===== config.mk =====
export PLATFORM = sky130hd
export DESIGN_NAME = sccb_write_master_top
export DESIGN_NICKNAME = d
export VERILOG_FILES = /design/src/sv/sccbw_pkg.sv /design/src/sv/sccb_write_master_top.sv /design/src/sv/sccbw_front.sv /design/src/sv/sccbw_back.sv
export SDC_FILE = /design/constraint.sdc
export NUM_CORES = 1
export LEC_CHECK = 0
export BUFFER_PORTS_ARGS = -buffer_cell sky130_fd_sc_hd__buf_2
export CAP_MARGIN = 10
export CORE_UTILIZATION = 40
export CTS_CLUSTER_DIAMETER = 120
export DETAILED_ROUTE_END_ITERATION = 12
export HOLD_SLACK_MARGIN = 0.12
export SYNTH_ARGS = -nofsm -noshare
export SYNTH_HDL_FRONTEND = slang
export SYNTH_SLANG_ARGS = --single-unit

===== constraint.sdc =====
create_clock -name clk -period 6.3 [get_ports clk]
set_input_delay 1.26 -clock clk [delete_from_list [all_inputs] [get_ports clk]]
set_output_delay 1.26 -clock clk [all_outputs]
set_load 0.005 [all_outputs]

===== src/sv/sccbw_pkg.sv =====
// Shared types and constants for the SCCB write master.
// Used by sccbw_front, sccbw_back and sccb_write_master_top; depends on nothing.
package sccbw_pkg;

  localparam int unsigned BYTE_BITS = 8;
  localparam logic [3:0] ACK_SLOT = 4'(BYTE_BITS);
  localparam logic [15:0] PHASE_TICKS_RESET = 16'd375;

  // Phase numbers inside a segment.
  localparam logic [1:0] PH_FIRST = 2'd0;
  localparam logic [1:0] PH_SECOND = 2'd1;
  localparam logic [1:0] PH_THIRD = 2'd2;
  localparam logic [1:0] PH_FOURTH = 2'd3;

  typedef enum logic [3:0] {
    SEG_IDLE  = 4'b0001,
    SEG_START = 4'b0010,
    SEG_BITS  = 4'b0100,
    SEG_STOP  = 4'b1000
  } seg_t;

  typedef struct packed {
    logic [7:0] data_byte;
    logic       stop_after;
    seg_t       first_seg;
  } cmd_t;

  typedef struct packed {
    logic valid;
    cmd_t cmd;
  } q_head_t;

endpackage


===== src/sv/sccb_write_master_top.sv =====
// Write-only open-drain SCCB master. Each accepted byte produces a sequence
// of held line states on the output channel, one per transaction: four for an
// optional start condition, three per data bit MSB first, three for the
// acknowledge slot (never sampled) and three for an optional stop condition.
// Each line state is presented once the previous one has been held for the
// length programmed in phase_ticks, timed by a single hold counter in the back
// end; a stalled output channel delays the next line state further.
// A two-entry queue lets the next bytes be accepted while one is being sent.
// Writing 0 to phase_ticks is taken as 1. The user must write the register
// only while the block is idle; the block itself does not enforce this.
// Depends on sccbw_pkg, sccbw_front and sccbw_back.
module sccb_write_master_top (
  input  logic        clk,
  input  logic        rst,
  input  logic        cfg_valid,
  output logic        cfg_ready,
  input  logic [15:0] cfg_data,
  input  logic        byte_valid,
  output logic        byte_stall,
  input  logic [7:0]  data_byte,
  input  logic        start_before,
  input  logic        stop_after,
  output logic        phase_valid,
  input  logic        phase_stall,
  output logic        sda_pull_low,
  output logic        scl_pull_low,
  output logic        last_phase
);

  sccbw_pkg::q_head_t head;
  logic pop;

  assign cfg_ready = 1'b1;

  sccbw_front u_front (
    .clk          (clk),
    .rst          (rst),
    .byte_valid   (byte_valid),
    .byte_stall   (byte_stall),
    .data_byte    (data_byte),
    .start_before (start_before),
    .stop_after   (stop_after),
    .head         (head),
    .pop          (pop)
  );

  sccbw_back u_back (
    .clk          (clk),
    .rst          (rst),
    .cfg_write    (cfg_valid && cfg_ready),
    .cfg_data     (cfg_data),
    .head         (head),
    .pop          (pop),
    .phase_valid  (phase_valid),
    .phase_stall  (phase_stall),
    .sda_pull_low (sda_pull_low),
    .scl_pull_low (scl_pull_low),
    .last_phase   (last_phase)
  );

endmodule


===== src/sv/sccbw_front.sv =====
// Front end of the SCCB write master: accepts bytes, classifies them into
// commands and buffers them in a two-entry queue. Depends on sccbw_pkg.
module sccbw_front (
  input  logic               clk,
  input  logic               rst,
  input  logic               byte_valid,
  output logic               byte_stall,
  input  logic [7:0]         data_byte,
  input  logic               start_before,
  input  logic               stop_after,
  output sccbw_pkg::q_head_t head,
  input  logic               pop
);

  sccbw_pkg::cmd_t entries [2];
  logic       wr_ptr;
  logic       rd_ptr;
  logic [1:0] count;
  logic       push;
  logic       do_pop;
  sccbw_pkg::cmd_t cmd_in;

  always_comb begin
    cmd_in.data_byte  = data_byte;
    cmd_in.stop_after = stop_after;
    cmd_in.first_seg  = start_before ? sccbw_pkg::SEG_START : sccbw_pkg::SEG_BITS;
  end

  assign byte_stall = (count == 2'd2);
  assign push       = byte_valid && !byte_stall;
  assign do_pop     = pop && (count != 2'd0);
  assign head.valid = (count != 2'd0);
  assign head.cmd   = entries[rd_ptr];

  always_ff @(posedge clk) begin
    if (push) begin
      entries[wr_ptr] <= cmd_in;
    end
  end

  always_ff @(posedge clk) begin
    if (rst) begin
      wr_ptr <= 1'b0;
      rd_ptr <= 1'b0;
      count  <= 2'd0;
    end else begin
      if (push) begin
        wr_ptr <= ~wr_ptr;
      end
      if (do_pop) begin
        rd_ptr <= ~rd_ptr;
      end
      if (push && !do_pop) begin
        count <= count + 2'd1;
      end else if (do_pop && !push) begin
        count <= count - 2'd1;
      end
    end
  end

  a_count_range: assert property (@(posedge clk) disable iff (rst)
    count != 2'd3)
    else $error("queue count out of range");

  a_pop_nonempty: assert property (@(posedge clk) disable iff (rst)
    pop |-> head.valid)
    else $error("command taken from an empty queue");

  a_ptrs_agree: assert property (@(posedge clk) disable iff (rst)
    ((count == 2'd0) || (count == 2'd2)) |-> (wr_ptr == rd_ptr))
    else $error("queue pointers disagree with the fill count");

endmodule


===== src/sv/sccbw_back.sv =====
// Back end of the SCCB write master: sequences start, data, acknowledge and
// stop phases and holds each line state for the length programmed in phase_ticks. Depends on sccbw_pkg.
module sccbw_back (
  input  logic               clk,
  input  logic               rst,
  input  logic               cfg_write,
  input  logic [15:0]        cfg_data,
  input  sccbw_pkg::q_head_t head,
  output logic               pop,
  output logic               phase_valid,
  input  logic               phase_stall,
  output logic               sda_pull_low,
  output logic               scl_pull_low,
  output logic               last_phase
);

  sccbw_pkg::seg_t seg;
  logic [1:0]  phase;
  logic [3:0]  bit_idx;
  logic [7:0]  shift;
  logic        stop_pending;
  logic        scl_state;
  logic [15:0] hold;
  logic [15:0] phase_ticks;

  logic e_sda;
  logic e_scl;
  logic e_last;
  logic emit;
  logic load;

  always_comb begin
    e_sda  = 1'b0;
    e_scl  = 1'b0;
    e_last = 1'b0;
    unique case (seg)
      sccbw_pkg::SEG_START: begin
        if (phase == sccbw_pkg::PH_FIRST) begin
          e_sda = 1'b0;
          e_scl = scl_state;
        end else if (phase == sccbw_pkg::PH_SECOND) begin
          e_sda = 1'b0;
          e_scl = 1'b0;
        end else if (phase == sccbw_pkg::PH_THIRD) begin
          e_sda = 1'b1;
          e_scl = 1'b0;
        end else begin
          e_sda = 1'b1;
          e_scl = 1'b1;
        end
      end
      sccbw_pkg::SEG_BITS: begin
        // The acknowledge slot releases the data wire.
        e_sda = (bit_idx == sccbw_pkg::ACK_SLOT) ? 1'b0 : ~shift[7];
        if (phase == sccbw_pkg::PH_FIRST) begin
          e_scl = scl_state;
        end else if (phase == sccbw_pkg::PH_SECOND) begin
          e_scl = 1'b0;
        end else begin
          e_scl = 1'b1;
        end
        e_last = (phase == sccbw_pkg::PH_THIRD) && (bit_idx == sccbw_pkg::ACK_SLOT)
                 && !stop_pending;
      end
      sccbw_pkg::SEG_STOP: begin
        if (phase == sccbw_pkg::PH_FIRST) begin
          e_sda = 1'b1;
          e_scl = scl_state;
        end else if (phase == sccbw_pkg::PH_SECOND) begin
          e_sda = 1'b1;
          e_scl = 1'b0;
        end else begin
          e_sda = 1'b0;
          e_scl = 1'b0;
        end
        e_last = (phase == sccbw_pkg::PH_THIRD);
      end
      default: begin
        e_sda  = 1'b0;
        e_scl  = 1'b0;
        e_last = 1'b0;
      end
    endcase
  end

  // A new phase goes out once the previous one has been held long enough
  // and the output register is free or being emptied this cycle.
  assign emit = (seg != sccbw_pkg::SEG_IDLE) && (hold == 16'd0)
                && (!phase_valid || !phase_stall);
  assign load = head.valid && ((seg == sccbw_pkg::SEG_IDLE) || (emit && e_last));
  assign pop  = load;

  always_ff @(posedge clk) begin
    if (emit) begin
      sda_pull_low <= e_sda;
      scl_pull_low <= e_scl;
      last_phase   <= e_last;
    end
  end

  always_ff @(posedge clk) begin
    if (load) begin
      shift        <= head.cmd.data_byte;
      stop_pending <= head.cmd.stop_after;
    end else if (emit && (seg == sccbw_pkg::SEG_BITS) && (phase == sccbw_pkg::PH_THIRD)) begin
      shift <= {shift[6:0], 1'b0};
    end
  end

  always_ff @(posedge clk) begin
    if (rst) begin
      seg         <= sccbw_pkg::SEG_IDLE;
      phase       <= sccbw_pkg::PH_FIRST;
      bit_idx     <= 4'd0;
      scl_state   <= 1'b0;
      hold        <= 16'd0;
      phase_valid <= 1'b0;
      phase_ticks <= sccbw_pkg::PHASE_TICKS_RESET;
    end else begin
      if (cfg_write) begin
        phase_ticks <= (cfg_data == 16'd0) ? 16'd1 : cfg_data;
      end

      if (emit) begin
        phase_valid <= 1'b1;
        scl_state   <= e_scl;
        hold        <= phase_ticks - 16'd1;
      end else begin
        if (phase_valid && !phase_stall) begin
          phase_valid <= 1'b0;
        end
        if (hold != 16'd0) begin
          hold <= hold - 16'd1;
        end
      end

      if (load) begin
        seg     <= head.cmd.first_seg;
        phase   <= sccbw_pkg::PH_FIRST;
        bit_idx <= 4'd0;
      end else if (emit) begin
        if (e_last) begin
          seg     <= sccbw_pkg::SEG_IDLE;
          phase   <= sccbw_pkg::PH_FIRST;
          bit_idx <= 4'd0;
        end else begin
          unique case (seg)
            sccbw_pkg::SEG_START: begin
              if (phase == sccbw_pkg::PH_FOURTH) begin
                seg     <= sccbw_pkg::SEG_BITS;
                phase   <= sccbw_pkg::PH_FIRST;
                bit_idx <= 4'd0;
              end else begin
                phase <= phase + 2'd1;
              end
            end
            sccbw_pkg::SEG_BITS: begin
              if (phase == sccbw_pkg::PH_THIRD) begin
                phase <= sccbw_pkg::PH_FIRST;
                if (bit_idx == sccbw_pkg::ACK_SLOT) begin
                  seg     <= sccbw_pkg::SEG_STOP;
                  bit_idx <= 4'd0;
                end else begin
                  bit_idx <= bit_idx + 4'd1;
                end
              end else begin
                phase <= phase + 2'd1;
              end
            end
            sccbw_pkg::SEG_STOP: begin
              phase <= phase + 2'd1;
            end
            default: begin
              seg <= sccbw_pkg::SEG_IDLE;
            end
          endcase
        end
      end
    end
  end

  a_scl_tracks: assert property (@(posedge clk) disable iff (rst)
    phase_valid |-> (scl_pull_low == scl_state))
    else $error("clock wire output disagrees with tracked clock state");

  a_hold_bound: assert property (@(posedge clk) disable iff (rst)
    hold < phase_ticks)
    else $error("hold counter exceeds programmed phase length");

  a_idle_clean: assert property (@(posedge clk) disable iff (rst)
    (seg == sccbw_pkg::SEG_IDLE) |-> (phase == sccbw_pkg::PH_FIRST) && (bit_idx == 4'd0))
    else $error("sequencer idle with stale counters");

  a_start_not_last: assert property (@(posedge clk) disable iff (rst)
    (emit && (seg == sccbw_pkg::SEG_START)) |-> !e_last)
    else $error("start condition marked as final phase");

  a_pop_on_end: assert property (@(posedge clk) disable iff (rst)
    (pop && (seg != sccbw_pkg::SEG_IDLE)) |-> (emit && e_last))
    else $error("command loaded while a byte is still in progress");

endmodule


==> impl_metrics.py <==
metrics = {
    "yosys": {
        "ys_seq_area_share_pct": 47.1,
        "synthTopCellsByArea": "edfxtp_1 24%, dfxtp_1 23%, mux2i_1 5.7%, mux2_2 5.0%, nor2_1 3.7%",
        "synth_edf_count": 34,
        "postSynthAreaPerCell_um2": 10.2,
        "synth_top_area_share_pct": 24.0,
        "synth_ff_type": "dfxtp_1",
        "ys_warn_count": 0,
        "syn-num-nets": 459,
        "synthCells": 418,
        "ys_ff_latch": 83,
        "yosysTopAreaCell": "edfxtp_1",
        "synthesis.area_um2": 4250,
        "synth-async-reset-ratio_pct": 0,
        "ys_types": 67,
    },
    "clock_tree": {
        "clock_path_buffers": 2,
        "cts.htree.levels": 3,
        "root_buffer": "clkbuf_8",
        "cts_tree": "yes",
        "hold_buffers": 0,
        "cts.sinks": 83,
        "numCtsBuffers": 9,
        "post_cts_resized": 0,
        "clk_latency_ns": 0.37,
        "clk_pin_slew_worst_paths_ns": 0.09,
        "cts_setup_buffers": 0,
    },
    "sta": {
        "skew_ns": 0.0141,
        "fin_tns_setup_ns": 0,
        "finalSetupViolCount": 0,
        "timing.fmax_mhz": 262,
        "grt_setup_unrepaired": "no",
        "drv_slew": 0,
        "period_needed_ns": 3.82,
        "relSlewSlack_pct": 35.9,
        "setup_slack_ns": 2.48,
        "whs_ns": 0.504,
        "tightest_slew_ns": 0.958,
        "hold_violations": 0,
        "final.period_utilization_pct": 60.7,
    },
    "critical_path": {
        "slowest_stage": "or4b_1",
        "critPathTopFamily": "simple AND/OR/NAND/NOR gates",
        "cp-end-kind": "flop",
        "cpPeakStageDelay_ns": 0.69,
        "cpMostUsedCell": "a21oi_1",
        "start_kind": "flop",
        "worstPathRequired_ns": 6.60,
        "path_cells": "or4b_1 -> and4_1 -> nand2_2 -> inv_2 -> a21oi_1 -> ha_1 -> or3b_2 -> nor2_1 -> o211ai_1 -> a21oi_1 -> mux2i_1",
        "crit_fanout": 19,
        "worst-path-buf-inv": 1,
        "arrival_ns": 4.12,
        "crit_type": "flop to flop",
    },
    "route": {
        "wl_per_cell_um": 16.1,
        "drt-pass1-iter-count": 5,
        "drc": 0,
        "vias_per_cell": 5.66,
        "ant_nets": 0,
        "vias": 3294,
        "routed_wl_mm": 9.37,
        "initialDrtViolationCount": 206,
    },
    "floorplanning": {
        "core.rowCount": 37,
        "io_pins": 37,
        "initial_core_util_pct": 41.2,
        "core_um2": 10300,
        "fp.dieW_um": 105,
        "die_h_um": 105,
        "dieArea_um2": 11000,
    },
    "finish": {
        "drive_above_1_share_pct": 19.1,
        "layout.cells.most_common_list": "49 x dfxtp_1, 42 x nor2_1, 36 x buf_2, 34 x edfxtp_1",
        "multi_input_area_um2": 2060,
        "regArea_um2": 2000,
        "antennaDiodeCount": 0,
        "nets": 482,
        "layout_commonest_cell": "dfxtp_1",
        "fillers": 992,
        "synthToLayoutAreaGrowth_pct": 9.24,
    },
    "place": {
        "dpl_worst_slack_ns": 2.16,
        "place.gp.congestion": 0.830,
        "io_buffers": 35,
        "hpwlAfterDp_mm": 6.57,
    },
    "pwr": {
        "finalPower_mw": 1.88,
        "p_leak_nw": 1.73,
        "ir_drop_mv": 0.164,
        "power_density_nw_per_um2": 405,
    },
    "min_path": {
        "hp-class": "flop to flop",
    },
    "grt": {
        "antenna_found_initial": 0,
        "overflow": 0,
        "grtUsageTotal_pct": 18.5,
        "grt_max_degree": 30,
        "grt_pass1_wl_mm": 15.8,
        "grt_pass1_vias": 3111,
    },
    "outcome": {
        "status": "finished, final reports clean",
    },
    "run": {
        "cap_violations": 0,
    },
}
[metal layers]
layer,share of wire [%],vias up,routed length [µm],track usage [%]
met5,0,-,0,0
met1,49,1572,4570,25.4
met3,4.5,17,424,2.99
li1,-,1614,-,-
met4,2.7,0,255,9.76
met2,44,91,4120,27.9
[flip-flops by register name, indices dropped and copies added (netlist names), 2 cells and up, named ones only]
signal              flops
u_back.phase            2
u_back.bit_idx          4
u_back.hold            16
u_back.phase_ticks     16
u_front.entries        22
u_back.shift            8
u_back.seg              4
u_front.count           2
[worst register-to-register path: cells and delay by family (launching register included)]
family | cells | cell delay [ns]
adders and majority gates | 1 | 0.22
muxes | 1 | 0.18
and+or+nand+nor | 5 | 2.12
buffers and inverters | 1 | 0.15
AOI/OAI and AO/OA | 3 | 0.56
DFF | 1 | 0.53
[synthesized netlist by cell type (2+ instances only)]
cell type and count:
mux2_2 19, nor3_1 15, o22ai_1 2, or4_4 2, a21oi_1 11, o21ai_0 24, or3_1 7, dfxtp_1 49
xnor2_1 2, buf_1 2, nand4_1 2, mux2i_1 24, and2_1 5, inv_1 15, buf_2 5, nor3b_1 5
a211oi_1 10, nor2_1 42, nand3_1 8, a31oi_1 12, nor2b_1 2, a211o_1 2, buf_4 3, clkbuf_1 11
or3b_2 2, nor4b_2 2, o31ai_1 4, nand2_1 19, and3_1 4, nand2b_1 3, nor4_1 11, ha_1 10
nor4b_1 2, xor2_1 5, o21a_1 2, edfxtp_1 34, a22o_1 2, or4_1 5, or4b_1 2, o211ai_1 4
buf_6 2
[power breakdown]
part | switching, mW | internal [mW] | leakage, nW | total, mW
registers | 0.0988 | 0.704 | 0.721 | 0.803
clock network | 0.209 | 0.147 | 0.0933 | 0.355
logic | 0.431 | 0.291 | 0.910 | 0.722
total | 0.739 | 1.14 | 1.73 | 1.88
[cells by family after synthesis]
group	count (synthesis)	share of synthesized area (%)
compound gates	87	13.9
other cells	1	0.0882
xor+xnor	7	1.44
fa+ha+maj	10	2.94
mux	43	10.7
simple gates	147	19.3
buf+inv	40	4.53
flops	83	47.1
[path summary, 6_finish.rpt]
kind / start / endpoint / slack [ns] / cells after the start
setup reg to reg: u_back.seg[0] / u_back.hold[14] / 2.48 / 11
setup / recovery: u_back.seg[0] / u_back.hold[14] / 2.48 / 11
hold reg to reg: u_back.bit_idx[1] / u_back.bit_idx[1] / 0.50 / 2
hold / removal: u_back.bit_idx[1] / u_back.bit_idx[1] / 0.50 / 2
[final cells by class]
class	count	area share, %
flip-flops and latches	83	43.1
inverters	16	1.29
clock inverters	7	1.10
repair buffers	36	3.88
multi-input cells	295	44.3
well taps	136	3.66
clock buffers	9	2.67
[metrics by stage]
stage	cells	instance area, µm²	utilization, %
after detailed placement	565	4460	43.2
after CTS	581	4640	44.9
final	582	4640	45.0
after floorplan	418	4250	-
after global routing	582	4640	45.0
after global placement	565	4460	43.2
No activity file was read; power rests on OpenSTA's default activity.
